--- config.mk ---
export PLATFORM = sky130hd
export DESIGN_NAME = touch_four_point_calibration_unit
export DESIGN_NICKNAME = d
export VERILOG_FILES = /design/src/sv/tfpc_pkg.sv /design/src/sv/touch_four_point_calibration_unit.sv /design/src/sv/tfpc_div.sv /design/src/sv/tfpc_dp.sv /design/src/sv/tfpc_ctrl.sv
export SDC_FILE = /design/constraint.sdc
export NUM_CORES = 1
export LEC_CHECK = 0
export BUFFER_PORTS_ARGS = -buffer_cell sky130_fd_sc_hd__buf_4
export CORE_ASPECT_RATIO = 1.5
export CORE_UTILIZATION = 38
export DETAILED_ROUTE_END_ITERATION = 10
export PLACE_DENSITY = 0.53
export SKIP_CTS_REPAIR_TIMING = 1
export SLEW_MARGIN = 20
export SYNTH_ARGS = -nofsm -noshare
export SYNTH_HDL_FRONTEND = slang
export SYNTH_SLANG_ARGS = --single-unit
--- constraint.sdc ---
create_clock -name clk -period 11.6 [get_ports clk]
set_input_delay 0 -clock clk [delete_from_list [all_inputs] [get_ports clk]]
set_output_delay 0 -clock clk [all_outputs]
set_load 0.05 [all_outputs]
--- src/sv/tfpc_pkg.sv ---
// ----------------------------------------------------------------------------
// tfpc_pkg
// Shared types and constants for the four-point touch calibration unit.
// ----------------------------------------------------------------------------
`default_nettype none

package tfpc_pkg;

	// field widths
	localparam int RAW_WIDTH  = 12;
	localparam int CFG_WIDTH  = 11;
	localparam int OUT_WIDTH  = 16;
	localparam int NUM_CORNERS = 4;
	localparam int SLOT_W     = $clog2(NUM_CORNERS);

	// datapath widths
	localparam int OFS_W  = CFG_WIDTH + 1;          // signed offset and span
	localparam int DIFF_W = RAW_WIDTH + 1;          // signed far - near
	localparam int PROD_W = OFS_W + DIFF_W;         // signed product
	localparam int MAG_W  = PROD_W - 1;             // product magnitude
	localparam int DIV_W  = CFG_WIDTH;              // divisor magnitude
	localparam int CNT_W  = $clog2(MAG_W + 1);
	localparam int VAL_W  = PROD_W + 1;             // extrapolated value

	// target insets
	localparam logic [OFS_W-1:0] INSET_X = OFS_W'(80);
	localparam logic [OFS_W-1:0] INSET_Y = OFS_W'(60);

	// register indexes
	localparam logic REG_SCREEN_WIDTH  = 1'b0;
	localparam logic REG_SCREEN_HEIGHT = 1'b1;

	// reset values of the screen size
	localparam logic [CFG_WIDTH-1:0] WIDTH_RESET  = CFG_WIDTH'(320);
	localparam logic [CFG_WIDTH-1:0] HEIGHT_RESET = CFG_WIDTH'(240);

	// extrapolation terms, in the order they are computed
	localparam logic [1:0] TERM_X0 = 2'd0;
	localparam logic [1:0] TERM_XW = 2'd1;
	localparam logic [1:0] TERM_Y0 = 2'd2;
	localparam logic [1:0] TERM_YH = 2'd3;

	typedef struct packed {
		logic [RAW_WIDTH-1:0] raw_x;
		logic [RAW_WIDTH-1:0] raw_y;
		logic                 sample_ok;
	} sample_t;

	typedef struct packed {
		logic signed [OUT_WIDTH-1:0] x_min;
		logic signed [OUT_WIDTH-1:0] x_max;
		logic signed [OUT_WIDTH-1:0] y_min;
		logic signed [OUT_WIDTH-1:0] y_max;
		logic                        swap_xy;
		logic                        invert_x;
		logic                        invert_y;
	} result_t;

	typedef enum logic [2:0] {
		ST_IDLE,
		ST_AVG,
		ST_MUL,
		ST_DIV_GO,
		ST_DIV_WAIT,
		ST_OUT
	} state_t;

	// controller to datapath
	typedef struct packed {
		logic              store;
		logic [SLOT_W-1:0] slot;
		logic              avg;
		logic              mul;
		logic              div_go;
		logic              acc;
		logic              emit;
		logic [1:0]        term;
	} cmd_t;

	// datapath to controller
	typedef struct packed {
		logic div_done;
	} status_t;

endpackage

`default_nettype wire

--- src/sv/touch_four_point_calibration_unit.sv ---
// ----------------------------------------------------------------------------
// touch_four_point_calibration_unit
// Four-point touch calibration: collects four corner samples and derives
// axis swap, raw range and inversion of each screen axis.
// ----------------------------------------------------------------------------
// A non-final or invalid sample leaves the unit idle; busy stays low.
// The fourth valid sample holds busy high through the edge averages and the
// four extrapolations through one shared 24-step restoring divider.
// done pulses one cycle, rising as busy falls; the receiver cannot stall it.
// Reset clears the corner count, controller and strobe, and sets the screen
// size to 320 x 240; corner storage is not cleared.
`default_nettype none

module touch_four_point_calibration_unit (
	input  wire logic                        clk,
	input  wire logic                        arst_n,
	input  wire logic                        start,
	output logic                             busy,
	input  wire tfpc_pkg::sample_t           sample,
	output logic                             done,
	output tfpc_pkg::result_t                result,
	input  wire logic                        cfg_we,
	input  wire logic                        cfg_index,
	input  wire logic [tfpc_pkg::CFG_WIDTH-1:0] cfg_wdata
);
	import tfpc_pkg::*;

	cmd_t    cmd;
	status_t status;

	// sequencing
	tfpc_ctrl u_ctrl (
		.clk       (clk),
		.arst_n    (arst_n),
		.start     (start),
		.sample_ok (sample.sample_ok),
		.status    (status),
		.cmd       (cmd),
		.busy      (busy)
	);

	// arithmetic and storage
	tfpc_dp u_dp (
		.clk       (clk),
		.arst_n    (arst_n),
		.cmd       (cmd),
		.status    (status),
		.sample    (sample),
		.cfg_we    (cfg_we),
		.cfg_index (cfg_index),
		.cfg_wdata (cfg_wdata),
		.done      (done),
		.result    (result)
	);

endmodule

`default_nettype wire

--- src/sv/tfpc_div.sv ---
// ----------------------------------------------------------------------------
// tfpc_div
// Unsigned restoring divider, one quotient bit per cycle.
// ----------------------------------------------------------------------------
`default_nettype none

module tfpc_div (
	input  wire logic                    clk,
	input  wire logic                    arst_n,
	input  wire logic                    go,
	input  wire logic [tfpc_pkg::MAG_W-1:0] dividend,
	input  wire logic [tfpc_pkg::DIV_W-1:0] divisor,
	output logic                         done,
	output logic [tfpc_pkg::MAG_W-1:0]   quotient
);
	import tfpc_pkg::*;

	logic              run_q;
	logic              done_q;
	logic [CNT_W-1:0]  cnt_q;
	logic [MAG_W-1:0]  quo_q;
	logic [DIV_W-1:0]  rem_q;
	logic [DIV_W-1:0]  dvs_q;
	logic [DIV_W:0]    shifted;
	logic [DIV_W+1:0]  trial;

	// one restoring step
	always_comb begin
		shifted = {rem_q, quo_q[MAG_W-1]};
		trial   = {1'b0, shifted} - {2'b00, dvs_q};
	end

	// control of the iteration
	always_ff @(posedge clk or negedge arst_n) begin
		if (!arst_n) begin
			run_q  <= 1'b0;
			done_q <= 1'b0;
			cnt_q  <= '0;
		end else begin
			done_q <= run_q && (cnt_q == CNT_W'(1));
			if (go) begin
				run_q <= 1'b1;
				cnt_q <= CNT_W'(MAG_W);
			end else if (run_q) begin
				cnt_q <= cnt_q - CNT_W'(1);
				if (cnt_q == CNT_W'(1))
					run_q <= 1'b0;
			end
		end
	end

	// partial remainder and quotient
	always_ff @(posedge clk) begin
		if (go) begin
			quo_q <= dividend;
			rem_q <= '0;
			dvs_q <= divisor;
		end else if (run_q) begin
			if (!trial[DIV_W+1]) begin
				rem_q <= trial[DIV_W-1:0];
				quo_q <= {quo_q[MAG_W-2:0], 1'b1};
			end else begin
				rem_q <= shifted[DIV_W-1:0];
				quo_q <= {quo_q[MAG_W-2:0], 1'b0};
			end
		end
	end

	assign done     = done_q;
	assign quotient = quo_q;

endmodule

`default_nettype wire

--- src/sv/tfpc_dp.sv ---
// ----------------------------------------------------------------------------
// tfpc_dp
// Datapath: corner store, edge averages, extrapolation and result register.
// ----------------------------------------------------------------------------
`default_nettype none

module tfpc_dp (
	input  wire logic                        clk,
	input  wire logic                        arst_n,
	input  wire tfpc_pkg::cmd_t              cmd,
	output tfpc_pkg::status_t                status,
	input  wire tfpc_pkg::sample_t           sample,
	input  wire logic                        cfg_we,
	input  wire logic                        cfg_index,
	input  wire logic [tfpc_pkg::CFG_WIDTH-1:0] cfg_wdata,
	output logic                             done,
	output tfpc_pkg::result_t                result
);
	import tfpc_pkg::*;

	logic [CFG_WIDTH-1:0] screen_width_q;
	logic [CFG_WIDTH-1:0] screen_height_q;

	logic [RAW_WIDTH-1:0] corner_x_q [NUM_CORNERS];
	logic [RAW_WIDTH-1:0] corner_y_q [NUM_CORNERS];

	logic                 swap_q;
	logic [RAW_WIDTH-1:0] left_q, right_q, top_q, bottom_q;

	logic signed [PROD_W-1:0] prod_q;
	logic signed [OFS_W-1:0]  span_q;
	logic [RAW_WIDTH-1:0]     near_q;

	logic signed [VAL_W-1:0]  val_q [NUM_CORNERS];

	logic    done_q;
	result_t result_q;

	// swap decision and edge averages
	logic signed [DIFF_W-1:0] dx_down, dx_across;
	logic [RAW_WIDTH-1:0]     adx_down, adx_across;
	logic                     swap;
	logic [RAW_WIDTH:0]       sum_l, sum_r, sum_t, sum_b;

	always_comb begin
		dx_down    = $signed({1'b0, corner_x_q[0]}) - $signed({1'b0, corner_x_q[2]});
		dx_across  = $signed({1'b0, corner_x_q[0]}) - $signed({1'b0, corner_x_q[1]});
		adx_down   = dx_down[DIFF_W-1] ? RAW_WIDTH'(-dx_down) : dx_down[RAW_WIDTH-1:0];
		adx_across = dx_across[DIFF_W-1] ? RAW_WIDTH'(-dx_across) : dx_across[RAW_WIDTH-1:0];
		swap       = adx_down > adx_across;
		if (swap) begin
			sum_l = {1'b0, corner_y_q[0]} + {1'b0, corner_y_q[2]};
			sum_r = {1'b0, corner_y_q[1]} + {1'b0, corner_y_q[3]};
			sum_t = {1'b0, corner_x_q[0]} + {1'b0, corner_x_q[1]};
			sum_b = {1'b0, corner_x_q[2]} + {1'b0, corner_x_q[3]};
		end else begin
			sum_l = {1'b0, corner_x_q[0]} + {1'b0, corner_x_q[2]};
			sum_r = {1'b0, corner_x_q[1]} + {1'b0, corner_x_q[3]};
			sum_t = {1'b0, corner_y_q[0]} + {1'b0, corner_y_q[1]};
			sum_b = {1'b0, corner_y_q[2]} + {1'b0, corner_y_q[3]};
		end
	end

	// operand selection for the current term
	logic [RAW_WIDTH-1:0]    near, far;
	logic signed [OFS_W-1:0] offset, span;
	logic signed [DIFF_W-1:0] diff;

	always_comb begin
		near   = left_q;
		far    = right_q;
		offset = -$signed(INSET_X);
		span   = $signed({1'b0, screen_width_q}) - $signed(INSET_X << 1);
		case (cmd.term)
			TERM_X0: begin
				offset = -$signed(INSET_X);
			end
			TERM_XW: begin
				offset = $signed({1'b0, screen_width_q}) - $signed(INSET_X);
			end
			TERM_Y0: begin
				near   = top_q;
				far    = bottom_q;
				offset = -$signed(INSET_Y);
				span   = $signed({1'b0, screen_height_q}) - $signed(INSET_Y << 1);
			end
			default: begin
				near   = top_q;
				far    = bottom_q;
				offset = $signed({1'b0, screen_height_q}) - $signed(INSET_Y);
				span   = $signed({1'b0, screen_height_q}) - $signed(INSET_Y << 1);
			end
		endcase
		diff = $signed({1'b0, far}) - $signed({1'b0, near});
	end

	// divider operands as magnitudes
	logic [MAG_W-1:0] prod_mag;
	logic [DIV_W-1:0] span_mag;
	logic [MAG_W-1:0] quo_mag;
	logic             div_done;
	logic             q_neg;
	logic signed [VAL_W-1:0] q_signed;
	logic signed [VAL_W-1:0] term_val;

	always_comb begin
		prod_mag = prod_q[PROD_W-1] ? MAG_W'(-prod_q) : prod_q[MAG_W-1:0];
		span_mag = span_q[OFS_W-1] ? DIV_W'(-span_q) : span_q[DIV_W-1:0];
		q_neg    = prod_q[PROD_W-1] ^ span_q[OFS_W-1];
		q_signed = q_neg ? -$signed({2'b00, quo_mag}) : $signed({2'b00, quo_mag});
		// a zero span leaves the edge average as it is
		if (span_q == '0)
			term_val = $signed({{(VAL_W-RAW_WIDTH){1'b0}}, near_q});
		else
			term_val = $signed({{(VAL_W-RAW_WIDTH){1'b0}}, near_q}) + q_signed;
	end

	tfpc_div u_div (
		.clk      (clk),
		.arst_n   (arst_n),
		.go       (cmd.div_go),
		.dividend (prod_mag),
		.divisor  (span_mag),
		.done     (div_done),
		.quotient (quo_mag)
	);

	assign status.div_done = div_done;

	// min, max, flags and saturation
	function automatic logic signed [OUT_WIDTH-1:0] sat16(input logic signed [VAL_W-1:0] v);
		logic signed [VAL_W-1:0] hi;
		logic signed [VAL_W-1:0] lo;
		hi = VAL_W'(32767);
		lo = -VAL_W'(32768);
		if (v > hi)
			sat16 = 16'sh7fff;
		else if (v < lo)
			sat16 = 16'sh8000;
		else
			sat16 = v[OUT_WIDTH-1:0];
	endfunction

	result_t res;

	always_comb begin
		res.swap_xy  = swap_q;
		res.invert_x = val_q[TERM_X0] > val_q[TERM_XW];
		res.invert_y = val_q[TERM_Y0] > val_q[TERM_YH];
		res.x_min    = res.invert_x ? sat16(val_q[TERM_XW]) : sat16(val_q[TERM_X0]);
		res.x_max    = res.invert_x ? sat16(val_q[TERM_X0]) : sat16(val_q[TERM_XW]);
		res.y_min    = res.invert_y ? sat16(val_q[TERM_YH]) : sat16(val_q[TERM_Y0]);
		res.y_max    = res.invert_y ? sat16(val_q[TERM_Y0]) : sat16(val_q[TERM_YH]);
	end

	// configuration registers
	always_ff @(posedge clk or negedge arst_n) begin
		if (!arst_n) begin
			screen_width_q  <= WIDTH_RESET;
			screen_height_q <= HEIGHT_RESET;
		end else if (cfg_we) begin
			unique case (cfg_index)
				REG_SCREEN_WIDTH:  screen_width_q  <= cfg_wdata;
				REG_SCREEN_HEIGHT: screen_height_q <= cfg_wdata;
				default: ;
			endcase
		end
	end

	// result strobe
	always_ff @(posedge clk or negedge arst_n) begin
		if (!arst_n)
			done_q <= 1'b0;
		else
			done_q <= cmd.emit;
	end

	// payload registers
	always_ff @(posedge clk) begin
		if (cmd.store) begin
			corner_x_q[cmd.slot] <= sample.raw_x;
			corner_y_q[cmd.slot] <= sample.raw_y;
		end
		if (cmd.avg) begin
			swap_q   <= swap;
			left_q   <= sum_l[RAW_WIDTH:1];
			right_q  <= sum_r[RAW_WIDTH:1];
			top_q    <= sum_t[RAW_WIDTH:1];
			bottom_q <= sum_b[RAW_WIDTH:1];
		end
		if (cmd.mul) begin
			prod_q <= offset * diff;
			span_q <= span;
			near_q <= near;
		end
		if (cmd.acc)
			val_q[cmd.term] <= term_val;
		if (cmd.emit)
			result_q <= res;
	end

	assign done   = done_q;
	assign result = result_q;

endmodule

`default_nettype wire

--- src/sv/tfpc_ctrl.sv ---
// ----------------------------------------------------------------------------
// tfpc_ctrl
// Controller: corner counting and sequencing of the four extrapolations.
// ----------------------------------------------------------------------------
`default_nettype none

module tfpc_ctrl (
	input  wire logic              clk,
	input  wire logic              arst_n,
	input  wire logic              start,
	input  wire logic              sample_ok,
	input  wire tfpc_pkg::status_t status,
	output tfpc_pkg::cmd_t         cmd,
	output logic                   busy
);
	import tfpc_pkg::*;

	state_t            state_q, state_d;
	logic [SLOT_W-1:0] count_q;
	logic [1:0]        term_q;
	logic              take;
	logic              last;

	assign take = start && (state_q == ST_IDLE);
	assign last = count_q == SLOT_W'(NUM_CORNERS - 1);

	// next state
	always_comb begin
		state_d = state_q;
		unique case (state_q)
			ST_IDLE: begin
				if (take && sample_ok && last)
					state_d = ST_AVG;
			end
			ST_AVG:    state_d = ST_MUL;
			ST_MUL:    state_d = ST_DIV_GO;
			ST_DIV_GO: state_d = ST_DIV_WAIT;
			ST_DIV_WAIT: begin
				if (status.div_done)
					state_d = (term_q == TERM_YH) ? ST_OUT : ST_MUL;
			end
			ST_OUT:    state_d = ST_IDLE;
			default:   state_d = ST_IDLE;
		endcase
	end

	// outputs
	always_comb begin
		cmd        = '0;
		cmd.slot   = count_q;
		cmd.term   = term_q;
		busy       = 1'b1;
		unique case (state_q)
			ST_IDLE: begin
				busy      = 1'b0;
				cmd.store = take && sample_ok;
			end
			ST_AVG:      cmd.avg    = 1'b1;
			ST_MUL:      cmd.mul    = 1'b1;
			ST_DIV_GO:   cmd.div_go = 1'b1;
			ST_DIV_WAIT: cmd.acc    = status.div_done;
			ST_OUT:      cmd.emit   = 1'b1;
			default:     busy       = 1'b1;
		endcase
	end

	// state, corner count and term index
	always_ff @(posedge clk or negedge arst_n) begin
		if (!arst_n) begin
			state_q <= ST_IDLE;
			count_q <= '0;
			term_q  <= TERM_X0;
		end else begin
			state_q <= state_d;
			if (take) begin
				if (!sample_ok || last)
					count_q <= '0;
				else
					count_q <= count_q + SLOT_W'(1);
			end
			if (state_q == ST_AVG)
				term_q <= TERM_X0;
			else if (state_q == ST_DIV_WAIT && status.div_done)
				term_q <= term_q + 2'd1;
		end
	end

endmodule

`default_nettype wire
==> results.tsv <==
metric	value	unit
Worst EP arrival	9.88	ns
Seq cells post-synth	448	
R2R Path End	u_dp.prod_q[24]$_DFFE_PP_	
Rows	132	
initial antenna violation count	0	
sequential area share after synthesis	0.396	
Post-Syn Nets	3664	
biggest area consumer among synthesized cells	edfxtp_1	
Mapped Cells	3175	
Post-synth EDFFs	400	
Setup WS pre-CTS	2.13	ns
Hold WC Path Type	primary input to flip-flop	
Async S/R FF share, synth	0.0826	
starting density of the core	0.385	
Met2 Wirelength	49.6	mm
Core ar.	0.0864	sq mm
R2R depth	29	
max-slew violations	0	
violated checks	hold timing	
gr ovfl total	0	
worst-path maximum fanout	24	
synth cell count leaders	edfxtp_1, inv_1, ha_1	
Setup Viol. Count Final	0	
Routed WL per cell	19.0	microns
TNS Setup	0	ns
Antenna Cells	0	
met3 wire len	2.00	mm
kind of critical path	flip-flop to flip-flop	
hold endpoint	u_dp.screen_width_q[5]$_DFFE_PN0P_	
flop2flop setup slack	2.08	ns
hold depth	4	
DR iter-0 viols	803	
detailed placement HPWL	69.4	mm
CTS clk-pin slew, worst paths	0.07	ns
startpoint type of the worst setup path	flip-flop	
crit share post-route	0.821	
Yosys top cell area share	0.362	
gpl congestion	0.890	
All-Layer GR Usage	0.193	
top-count cell post-synth	edfxtp_1	
mapped cell area	0.0332	sq mm
Num CTS Buffers	48	
Avg Inst Size Synth	10.5	sq um
PortBufs	109	
unrepaired setup endpoints after global routing	false	
Sink Count	448	
DRC	0	
first drt pass iteration count	7	
Critical Path Start	u_ctrl.term_q[0]$_DFFE_PN0P_	
Slew HR	0.209	
largest net degree at the start of global routing	90	
CTS H-tree depth	2	
root buffer cell	clkbuf_16	
# nets final	3805	
Hold Vio Cnt, Final	2	
die area	0.0886	sq mm
DR vias/cell	5.18	
most frequent CP cell	fa_1	
hold wc startpoint	cfg_we	
max frequency	0.105	GHz
critical path endpoint category	flip-flop	
max-cap check violation count	0	
Worst Max-Slew Pin Slew	1.17	ns
setup slack after layout	2.08	ns
Clock Skews	0.0271	ns
Routed WL	85.2	mm
via count	23300	
met1 wire length	29.0	mm
first-pass GRT wire length	133	mm
I/O pins	110	
Die Y	364	microns
Die X	243	microns
Layout area overhead	13.0	%
yosys warns	0	
status	finished, violations left	
vias in the first global route	24600	
Worst-Skew Late Latency	0.61	ns
CP max stage cell	nor2_4	
Max Used Layer	met4	
antenna-violating nets left	0	
CTS max path bufs	3	
post-synth cell types	82	
Crit path largest cell delay	0.56	ns
min Tclk post-route	9.52	ns
Worst R2R Start	u_ctrl.term_q[0]$_DFFE_PN0P_	
synth top area cells	edfxtp_1, ha_1, fa_1	
ys flop type	edfxtp_1	
CP required	11.95	ns
CTS tree	yes	
Hold WS	-0.0131	ns
share of cells above drive strength 1	0.0984	
## flip-flops by register name (all words and copies together), names as in the netlist, 24 cells and up
signal	flops
u_dp.prod_q	25
u_dp.corner_y_q	48
u_dp.u_div.quotient	24
u_dp.result	67
u_dp.corner_x_q	48
u_dp.val_q	104
## worst max-delay path by stage
stage	endpoint	cells past startpoint
after CTS	u_dp.prod_q[24]$_DFFE_PP_	30
after floorplan	u_dp.prod_q[23]$_DFFE_PP_	30
after global routing	u_dp.prod_q[24]$_DFFE_PP_	30
after detailed placement	u_dp.prod_q[24]$_DFFE_PP_	30
final	u_dp.prod_q[24]$_DFFE_PP_	29
after global placement	u_dp.prod_q[23]$_DFFE_PP_	30
## area by class of cell
class                           count  area (sq um)
Fill cell                        8343         48800
Multi-Input combinational cell   2255         18300
Sequential cell                   448         13200
Timing Repair Buffer              188          1530
Tap cell                         1139          1430
Inverter                          375          1410
Clock buffer                       60          1290
Clock inverter                     29           372
## cell usage in the layout, fill, tap and decap left out, drive strengths merged, types with 10 or more instances in the layout
cell type	netlist	routed
a211oi	25	25
a21boi	12	12
a21o	37	37
a21oi	154	154
a31o	13	13
a31oi	30	30
a41oi	10	10
and2	28	28
and3	25	25
buf	8	144
clkbuf	89	60
clkinv	0	15
dfrtp	31	31
dfxtp	11	11
dlygate4sd3	0	44
edfxtp	400	400
fa	161	161
ha	287	287
inv	375	377
mux2	44	44
mux2i	95	95
nand2	201	201
nand2b	38	38
nand3	52	52
nand3b	14	14
nand4	25	25
nor2	216	216
nor2b	40	40
nor3	73	73
nor3b	12	12
nor4	18	18
o21a	20	20
o21ai	207	207
o21bai	13	13
o31ai	37	37
o41ai	15	15
or2	15	15
or3	21	21
xnor2	135	135
xor2	106	106
## per-layer routing
| metal | vias to the layer above | GRT usage |
|---|---|---|
| met5 | - | 0 |
| met4 | 0 | 0.0984 |
| met3 | 189 | 0.0210 |
| met2 | 350 | 0.409 |
| met1 | 11300 | 0.174 |
| li1 | 11400 | - |
## cell families after synthesis
logic type | count (synthesis) | share of synthesized area
buffers and inverters | 472 | 0.0547
and+or+nand+nor | 796 | 0.118
muxes | 139 | 0.0437
xor gates and xnor gates | 241 | 0.0635
AOI/OAI and AO/OA | 631 | 0.119
DFF | 448 | 0.396
adders and majority gates | 448 | 0.205
## critical path: cells and delay by family, from the launching register on
kind            cells  cell delay (ns)
mux                 1             0.37
flops               1             0.42
buf+inv             4             0.54
compound gates     10             2.65
simple gates        4             1.17
fa+ha+maj           8             3.64
xor+xnor            2             0.45
## through the flow
step	instances	util	instance area, sq um
floorplan	3175	-	33200
global placement	4360	0.410	35400
detailed placement	4360	0.410	35400
CTS	4449	0.429	37100
global route	4494	0.435	37500
finish	4494	0.435	37500
Power is not shown: default switching activity piles up to over one toggle a cycle in this logic, so the estimate is an artifact.
